`config.mk`:
```
export PLATFORM = sky130hd
export DESIGN_NAME = pc_trace_run_compressor
export DESIGN_NICKNAME = d
export VERILOG_FILES = /design/src/rtl/pctrc_pkg.sv /design/src/rtl/pc_trace_run_compressor.sv /design/src/rtl/pctrc_core.sv
export SDC_FILE = /design/constraint.sdc
export NUM_CORES = 1
export LEC_CHECK = 0
export BUFFER_PORTS_ARGS = -buffer_cell sky130_fd_sc_hd__buf_4
export CORE_UTILIZATION = 61
export CTS_BUF_LIST = sky130_fd_sc_hd__clkbuf_2 sky130_fd_sc_hd__clkbuf_4 sky130_fd_sc_hd__clkbuf_8
export DETAILED_ROUTE_END_ITERATION = 10
export PLACE_DENSITY_LB_ADDON = 0.2
export SYNTH_ARGS = -nofsm -noshare
export SYNTH_HDL_FRONTEND = slang
export SYNTH_HIERARCHICAL = 1
export SYNTH_SLANG_ARGS = --single-unit
```
`constraint.sdc`:
```
create_clock -name clk -period 6.5 [get_ports clk]
set_input_delay 1.3 -clock clk [delete_from_list [all_inputs] [get_ports clk]]
set_output_delay 1.3 -clock clk [all_outputs]
set_load 0.01 [all_outputs]
```
`src/rtl/pctrc_pkg.sv`:
```
// Shared types and constants for the PC trace run compressor.
`default_nettype none

package pctrc_pkg;

  localparam int unsigned AddrWidth = 32;
  localparam int unsigned StrideWidth = 8;
  localparam int unsigned RunWidth = 16;
  localparam int unsigned CfgIdxWidth = 2;

  typedef enum logic [0:0] {
    OP_SAMPLE = 1'b0,
    OP_FLUSH  = 1'b1
  } opcode_t;

  typedef enum logic [CfgIdxWidth-1:0] {
    CFG_SKIP_LOW  = 2'd0,
    CFG_SKIP_HIGH = 2'd1,
    CFG_PC_STRIDE = 2'd2,
    CFG_MAX_RUN   = 2'd3
  } cfg_idx_t;

  localparam logic [AddrWidth-1:0] SkipLowReset = 32'h0f00_0000;
  localparam logic [AddrWidth-1:0] SkipHighReset = 32'h0fff_ffff;
  localparam logic [StrideWidth-1:0] PcStrideReset = 8'd4;
  localparam logic [RunWidth-1:0] MaxRunReset = 16'hffff;

  typedef struct packed {
    logic [AddrWidth-1:0]   skip_low;
    logic [AddrWidth-1:0]   skip_high;
    logic [StrideWidth-1:0] pc_stride;
    logic [RunWidth-1:0]    max_run;
  } cfg_t;

  typedef struct packed {
    logic [RunWidth-1:0]  run_count;
    logic [AddrWidth-1:0] start_address;
  } record_t;

endpackage

`default_nettype wire

```
`src/rtl/pc_trace_run_compressor.sv`:
```
// Top level of the PC trace run compressor: channels, config registers, pipeline.
//
//  channel  dir  handshake                  payload
//  s_axis   in   s_axis_tvalid/tready       tdata = pc, tuser = opcode
//  m_axis   out  m_axis_tvalid/tready       tdata = start_address, run_count
//  cfg      in   cfg_valid/cfg_ready        cfg_index, cfg_data
//
// One transaction per cycle sustained while m_axis is not stalled: an input
// register feeds the run decision logic, which writes a result register in the
// same cycle.
// rst (synchronous) restores config defaults and the empty run state.
// A stalled m_axis holds the input register; s_axis_tready drops only once
// both the input and result registers are full.
`default_nettype none

module pc_trace_run_compressor
  import pctrc_pkg::*;
(
  input  wire logic                   clk,
  input  wire logic                   rst,
  input  wire logic                   s_axis_tvalid,
  output logic                        s_axis_tready,
  input  wire logic [AddrWidth-1:0]   s_axis_tdata,  // [31:0] pc
  input  wire logic                   s_axis_tuser,  // [0] opcode
  output logic                        m_axis_tvalid,
  input  wire logic                   m_axis_tready,
  output logic [47:0]                 m_axis_tdata,  // [31:0] start_address, [47:32] run_count
  input  wire logic                   cfg_valid,
  output logic                        cfg_ready,
  input  wire logic [CfgIdxWidth-1:0] cfg_index,
  input  wire logic [AddrWidth-1:0]   cfg_data
);

  cfg_t cfg;

  logic                 in_valid;
  opcode_t              in_op;
  logic [AddrWidth-1:0] in_pc;

  logic    s_fire, proc_fire;
  logic    emit;
  record_t rec;

  logic    out_valid;
  record_t out_rec;

  // config writes are always taken
  assign cfg_ready = 1'b1;

  always_ff @(posedge clk) begin
    if (rst) begin
      cfg.skip_low  <= SkipLowReset;
      cfg.skip_high <= SkipHighReset;
      cfg.pc_stride <= PcStrideReset;
      cfg.max_run   <= MaxRunReset;
    end else if (cfg_valid) begin
      unique case (cfg_idx_t'(cfg_index))
        CFG_SKIP_LOW:  cfg.skip_low  <= cfg_data;
        CFG_SKIP_HIGH: cfg.skip_high <= cfg_data;
        CFG_PC_STRIDE: cfg.pc_stride <= cfg_data[StrideWidth-1:0];
        CFG_MAX_RUN:   cfg.max_run   <= cfg_data[RunWidth-1:0];
        default: ;
      endcase
    end
  end

  // item moves from input register to result stage when the result slot frees
  assign proc_fire     = in_valid && (!out_valid || m_axis_tready);
  assign s_axis_tready = !in_valid || proc_fire;
  assign s_fire        = s_axis_tvalid && s_axis_tready;

  always_ff @(posedge clk) begin
    if (rst) begin
      in_valid <= 1'b0;
    end else if (s_fire) begin
      in_valid <= 1'b1;
    end else if (proc_fire) begin
      in_valid <= 1'b0;
    end
  end

  always_ff @(posedge clk) begin
    if (s_fire) begin
      in_op <= opcode_t'(s_axis_tuser);
      in_pc <= s_axis_tdata;
    end
  end

  pctrc_core u_core (
    .clk  (clk),
    .rst  (rst),
    .step (proc_fire),
    .op   (in_op),
    .pc   (in_pc),
    .cfg  (cfg),
    .emit (emit),
    .rec  (rec)
  );

  always_ff @(posedge clk) begin
    if (rst) begin
      out_valid <= 1'b0;
    end else if (proc_fire) begin
      out_valid <= emit;
    end else if (m_axis_tready) begin
      out_valid <= 1'b0;
    end
  end

  always_ff @(posedge clk) begin
    if (proc_fire && emit) begin
      out_rec <= rec;
    end
  end

  assign m_axis_tvalid = out_valid;
  assign m_axis_tdata  = out_rec;

`ifndef SYNTHESIS
  a_emit_lands: assert property (@(posedge clk) disable iff (rst)
    proc_fire && emit |=> m_axis_tvalid)
    else $error("emitted record not presented");

  a_ready_when_free: assert property (@(posedge clk) disable iff (rst)
    !in_valid |-> s_axis_tready)
    else $error("input stalled with empty input register");

  a_out_nonzero: assert property (@(posedge clk) disable iff (rst)
    m_axis_tvalid |-> (m_axis_tdata[47:32] != '0))
    else $error("record with zero run count");
`endif

endmodule

`default_nettype wire

```
`src/rtl/pctrc_core.sv`:
```
// Run tracking state and per-item decision logic.
`default_nettype none

module pctrc_core
  import pctrc_pkg::*;
(
  input  wire logic                 clk,
  input  wire logic                 rst,
  input  wire logic                 step,
  input  wire opcode_t              op,
  input  wire logic [AddrWidth-1:0] pc,
  input  wire cfg_t                 cfg,
  output logic                      emit,
  output record_t                   rec
);

  logic [AddrWidth-1:0] previous_address, previous_address_next;
  logic [AddrWidth-1:0] run_start, run_start_next;
  logic [RunWidth-1:0]  run_len, run_len_next;
  logic                 empty, empty_next;

  logic                 in_window;
  logic [AddrWidth-1:0] seq_pc;
  logic                 is_seq;

  assign in_window = (pc >= cfg.skip_low) && (pc < cfg.skip_high);
  assign seq_pc    = previous_address + {{(AddrWidth-StrideWidth){1'b0}}, cfg.pc_stride};
  // zero max_run never passes this compare, so every later address outside the skip window closes the run
  assign is_seq    = (pc == seq_pc) && (run_len < cfg.max_run);

  assign rec.start_address = run_start;
  assign rec.run_count     = run_len;

  always_comb begin
    emit                  = 1'b0;
    previous_address_next = previous_address;
    run_start_next        = run_start;
    run_len_next          = run_len;
    empty_next            = empty;
    if (step) begin
      unique case (op)
        OP_FLUSH: begin
          emit                  = !empty && (run_len != '0);
          previous_address_next = '0;
          run_start_next        = '0;
          run_len_next          = '0;
          empty_next            = 1'b1;
        end
        OP_SAMPLE: begin
          if (!in_window) begin
            previous_address_next = pc;
            priority if (empty) begin
              run_start_next = pc;
              run_len_next   = RunWidth'(1);
              empty_next     = 1'b0;
            end else if (is_seq) begin
              run_len_next = run_len + RunWidth'(1);
            end else begin
              emit           = 1'b1;
              run_start_next = pc;
              run_len_next   = RunWidth'(1);
            end
          end
        end
        default: ;
      endcase
    end
  end

  always_ff @(posedge clk) begin
    if (rst) begin
      previous_address <= '0;
      run_start        <= '0;
      run_len          <= '0;
      empty            <= 1'b1;
    end else begin
      previous_address <= previous_address_next;
      run_start        <= run_start_next;
      run_len          <= run_len_next;
      empty            <= empty_next;
    end
  end

`ifndef SYNTHESIS
  a_empty_len: assert property (@(posedge clk) disable iff (rst)
    empty == (run_len == '0))
    else $error("run length disagrees with empty flag");

  a_emit_nonzero: assert property (@(posedge clk) disable iff (rst)
    emit |-> (run_len != '0) && !empty)
    else $error("record emitted with no pending run");

  a_flush_clears: assert property (@(posedge clk) disable iff (rst)
    step && (op == OP_FLUSH) |=> empty)
    else $error("flush did not clear the run");
`endif

endmodule

`default_nettype wire

```
[Yosys cells after proc, flatten, opt, wreduce, memory -nomap -nowiden]
Cells that the tools add are included.
W data, S select, Z words.
Cells by class
  add/sub/neg operators: 2
  order comparisons: 3
  equal/unequal tests: 6
  muxes and demuxes: 21
  bitwise gates (word level): 1
  reductions and logical operators: 21
Operators by type and width (count)
  $mux W32: 4
  $pmux W32 S2: 2
  $mux W16: 3
  $add A32 B8 Y32: 1
  $eq A32 B32 Y1: 1
  $ge A32 B32 Y1: 1
  $lt A32 B32 Y1: 1
  $pmux W16 S2: 1
  $add A16 B1 Y16 const B: 1
  $lt A16 B16 Y1: 1
  $reduce_bool A16 Y1: 1
  $reduce_and A2 Y1: 5
  $mux W1: 9
  $logic_and A1 B1 Y1: 6
  $eq A2 B2 Y1 const B: 2
  $pmux W1 S2: 2
  $reduce_bool A2 Y1: 2
  $logic_not A1 Y1: 3
  $ne A3 B2 Y1 const B: 1
  $reduce_and A3 Y1: 1
  $eq A2 B1 Y1 const B: 1
  $logic_not A2 Y1: 1
  $logic_or A1 B1 Y1: 2
  $ne A2 B2 Y1 const B: 1
  $not A1 Y1: 1
Word-level totals
  bits in registers: 252
  input bits: 72
  output and inout bits: 51
  logic and storage cells: 68

[Depth between registers and ports, before layout]
  depth in word-level cells: 9
  depth in mapped cells: 14
  gate-level depth less buffers: 12

[By module]
The synthesis kept the hierarchy.
By module, submodules not included
  pctrc_core: instances 1, cells an instance 858, area an instance 7085.5 sq um, seq. area each 1621.6 sq um
  pc_trace_run_compressor: instances 1, cells an instance 445, area an instance 6103.4 sq um, seq. area each 4234.1 sq um

[Least setup slack after synthesis]
Ideal clock, no wire load.
  kind: input-to-reg
  start point: in m_axis_tready
  end point: reg out_rec, in the netlist m_axis_tdata[0], enable pin
  setup time: 0.459 ns
  arrival: 4.936 ns
  data required time: 6.041 ns
  setup slack: 1.105 ns
  cell stages on the path: 13
  path buffers: 2
  cell sequence: nand2b_1 and2_1 nand3_1 nor2_1 nand3_1 a31oi_1 a211oi_1 clkbuf_1 buf_1 inv_1 o211a_1 nand2_1 nor2b_1
Between the ends
  word-level cells in the longest chain between the ends: 4
Ends and longest elaborated chain
  from (decl): RTL line pc_trace_run_compressor.sv:26  | input wire logic m_axis_tready,
  $logic_or A1 B1 Y1: RTL line pc_trace_run_compressor.sv:68  | assign proc_fire = in_valid && (!out_valid || m_axis_tready);
  $logic_and A1 B1 Y1: RTL line pc_trace_run_compressor.sv:68
  via proc_fire: RTL line pc_trace_run_compressor.sv:40  | logic s_fire, proc_fire;
  $mux W1: RTL line pctrc_core.sv:40  | if (step) begin
  via emit: RTL line pc_trace_run_compressor.sv:41  | logic emit;
  $logic_and A1 B1 Y1: RTL line pc_trace_run_compressor.sv:111  | if (proc_fire && emit) begin
  to (signal assigned): RTL line pc_trace_run_compressor.sv:112  | out_rec <= rec;
  to (decl): RTL line pc_trace_run_compressor.sv:45  | record_t out_rec;
The timed path passes the listed nets, and every way through them passes these cells.
A chain may end at the register's enable or synchronous reset.

[Worst setup path after layout]
  start point: reg, netlist name cfg[16]
  end point: reg u_core.run_start[13]
Between the ends
  word-level cells in the longest chain between the ends: 5
Ends and longest elaborated chain
  $add A32 B8 Y32: RTL line pctrc_core.sv:27  | assign seq_pc = previous_address + {{(AddrWidth-StrideWidth){1'b0}}, cfg.pc_stride};
  $eq A32 B32 Y1: RTL line pctrc_core.sv:29  | assign is_seq = (pc == seq_pc) && (run_len < cfg.max_run);
  $logic_and A1 B1 Y1: RTL line pctrc_core.sv:29
  $ne A3 B2 Y1 (no line)
  $reduce_and A3 Y1 (no line)
  to (signal assigned): RTL line pctrc_core.sv:78  | run_start <= run_start_next;
  to (decl): RTL line pctrc_core.sv:18  | logic [AddrWidth-1:0] run_start, run_start_next;
Every way passes these cells.

==> results.cfg <==
[routing]
viasPerCell = 5.68
routed_wl_mm = 30.8
post-route-drc-count = 0
ant_nets = 0
post_drt_wl_per_cell_um = 17.9
num_vias = 9802
firstDrtPassIters = 5
drt_iter0_markers = 778

[job]
max-cap-violations = 0

[clock_network]
cts_hold_buf = 0
clkTransAtPathRegs_ns = 0.06
cts_buffers = 41
insertion_delay_ns = 0.54
postCtsSetupBuffers = 0
clock_path_buffers = 3
cts_root_buffer = clkbuf_8
ctsResizeCount = 0
tritoncts = built
cts_sinks = 252
h-tree-depth = 2

[yosys]
async_flop_share_pct = 0
ys.warnings.count = 6
synth_cell_types = 69
ys_seq_elements = 252
synth-edff-count = 81
synthFlopType = dfxtp_1
synth.avg_cell_area_um2 = 10.1
ys_seq_area_share_pct = 44.4
mappedNetlistArea_mm2 = 0.0132
syn_nets = 1464
syn_inst = 1303

[sta]
max-slew-margin-rel_pct = 23.0
tns_ns = 0
final.setup.worst_slack_ns = 2.12
fin_skew_ns = 0.0230
slew_violations = 0
final.period_utilization_pct = 67.4
timing.fmax_mhz = 228
setup_viol = 0
hold_viol_final = 0
tightest_slew_ns = 1.15
rsz0062_at_grt = no
period_minus_slack_ns = 4.38

[critical_path]
path_class = flop to flop
r2r_start = cfg[16]$_SDFFE_PP0P_
cp-start-kind = flop
timing.rr.end = u_core/run_start[13]$_SDFFE_PP0P_
arrival_ns = 4.81
cp_max_fo = 21
rrSetupSlack_ns = 2.12
cp.required_ns = 6.93
ff2ff_path_depth = 11
end_kind = flop

[die]
io_pins = 123
die_x_um = 149
coreArea_mm2 = 0.0211
initial_utilization_pct = 62.5
dieArea_mm2 = 0.0222
die_h_um = 149
rows = 53

[hold_path]
holdPathStages = 0
hold_end = m_axis_tdata[14]$_DFFE_PP_
worst_hold_startpoint = u_core/run_start[14]$_SDFFE_PP0P_
hold_class = flop to flop

[placement]
routabilityCongestion = 0.931
preCtsSetupSlack_ns = 2.09
dp_hpwl_mm = 22.1
port_buffers = 121
dpl-instance-area_mm2 = 0.0142

[cells_and_area]
antennaDiodeCount = 0
fin_area_mm2 = 0.0151
area_growth_pct = 14.7
drive_above_1_share_pct = 15.7
fillerInstances = 1606
seqCellArea_mm2 = 0.00586
multi_input_area_mm2 = 0.00670
nNetsFinal = 1578
utilization_pct = 71.8

[pwr]
peakVddDrop_mv = 0.191
p_leak_nw = 6.62
power.density_mw_per_mm2 = 238

[status]
status = finished, final reports clean

[global_route]
gr-usage-all-layers_pct = 28.0
grt_max_degree = 117
antenna_found_initial = 0
overflow = 0
grt_pass1_vias = 9425
grt_pass1_wl_mm = 48.6
==> cell type report <==
| type | instances | share of cell area (%) |
|---|---|---|
| Tap cell | 275 | 2.27 |
| Timing Repair Buffer | 129 | 6.42 |
| Multi-Input combinational cell | 904 | 44.2 |
| Clock buffer | 64 | 5.24 |
| Inverter | 89 | 2.21 |
| Clock inverter | 12 | 0.909 |
| Sequential cell | 252 | 38.7 |
==> worst max-delay path by stage <==
| stage | start | end | slack (ns) | depth (start not counted) |
|---|---|---|---|---|
| final | cfg[16]$_SDFFE_PP0P_ | u_core/run_start[13]$_SDFFE_PP0P_ | 2.12 | 11 |
| after global placement | m_axis_tready | m_axis_tdata[43]$_DFFE_PP_ | 2.26 | 14 |
| after floorplan | m_axis_tready | m_axis_tdata[0]$_DFFE_PP_ | 1.11 | 13 |
| after detailed placement | m_axis_tready | u_core/run_start[13]$_SDFFE_PP0P_ | 2.09 | 11 |
| after CTS | cfg[16]$_SDFFE_PP0P_ | u_core/run_start[13]$_SDFFE_PP0P_ | 2.14 | 11 |
| after global routing | cfg[16]$_SDFFE_PP0P_ | u_core/run_start[13]$_SDFFE_PP0P_ | 1.81 | 11 |
==> cell usage after synthesis, drive strengths merged (14+ instances only) <==
master / count / area [µm²]
dfxtp: 171 / 3420
mux2i: 153 / 1530
nor2: 137 / 514
nand2b: 135 / 845
inv: 89 / 334
ha: 88 / 1100
edfxtp: 81 / 2430
a21oi: 44 / 224
xnor2: 42 / 368
nand2: 36 / 135
nor2b: 36 / 225
buf: 32 / 233
clkbuf: 26 / 97.6
nand3: 26 / 140
nand4: 24 / 150
nor3: 23 / 175
o21ai: 19 / 95.1
a211oi: 14 / 110
a21o: 14 / 105
==> state kept, by name, summed over array words and instances (netlist names) <==
signal                   flops
u_core/run_start            32
in_pc                       32
cfg                         88
m_axis_tdata                48
u_core/run_len              16
in_valid                     1
m_axis_tvalid                1
u_core/previous_address     32
u_core/empty                 1
in_op                        1
==> cell families after synthesis <==
logic type	synth area share, %
other cells	0.0284
mux	11.6
fa+ha+maj	8.50
compound gates	6.77
buf+inv	5.04
simple gates	20.2
xor+xnor	3.45
flops	44.4
==> report_power, final <==
group	switching, mW	total, mW	leakage, nW	internal (mW)
Clock	0.623	1.52	0.489	0.899
Sequential	0.0536	1.73	2.15	1.68
Combinational	0.190	0.351	3.99	0.161
Total	0.867	3.60	6.62	2.73
==> metrics by stage <==
stage	power, mW	cells	hold slack, ns
floorplan	1.99	1303	0.409
global placement	2.10	1649	0.414
detailed placement	2.11	1649	0.417
CTS	3.63	1725	0.429
global route	3.74	1725	0.438
finish	3.60	1725	0.427
==> per-layer routing <==
layer / GRT usage [%] / wire, µm / vias to the layer above
li1: - / - / 4775
met1: 39.9 / 14500 / 4631
met2: 44.0 / 13800 / 337
met3: 4.37 / 1940 / 59
met4: 7.65 / 609 / 0
met5: 0 / 0 / -
==> critical path: stages, from the launching register on <==
cell and delay [ns]:
dfxtp_1 0.32, ha_1 0.23, fa_1 0.44, a211oi_1 0.35, o211ai_1 0.25, and3_1 0.22
a311oi_1 0.20, nor4b_1 0.27, nand4_1 0.23, nor4b_4 0.48, a21o_1 0.94, mux2i_1 0.34
==> layout by cell type, fill, tap and decap left out, types with 35 or more instances in the layout <==
cell,instances
mux2i_1,153
nor2b_1,35
a21oi_1,43
nand2b_1,135
inv_1,89
edfxtp_1,81
nand2_1,36
dfxtp_1,171
nor2_1,137
ha_1,88
buf_4,128
clkbuf_8,50
xnor2_1,42
Power figures use the tool's default switching activity.
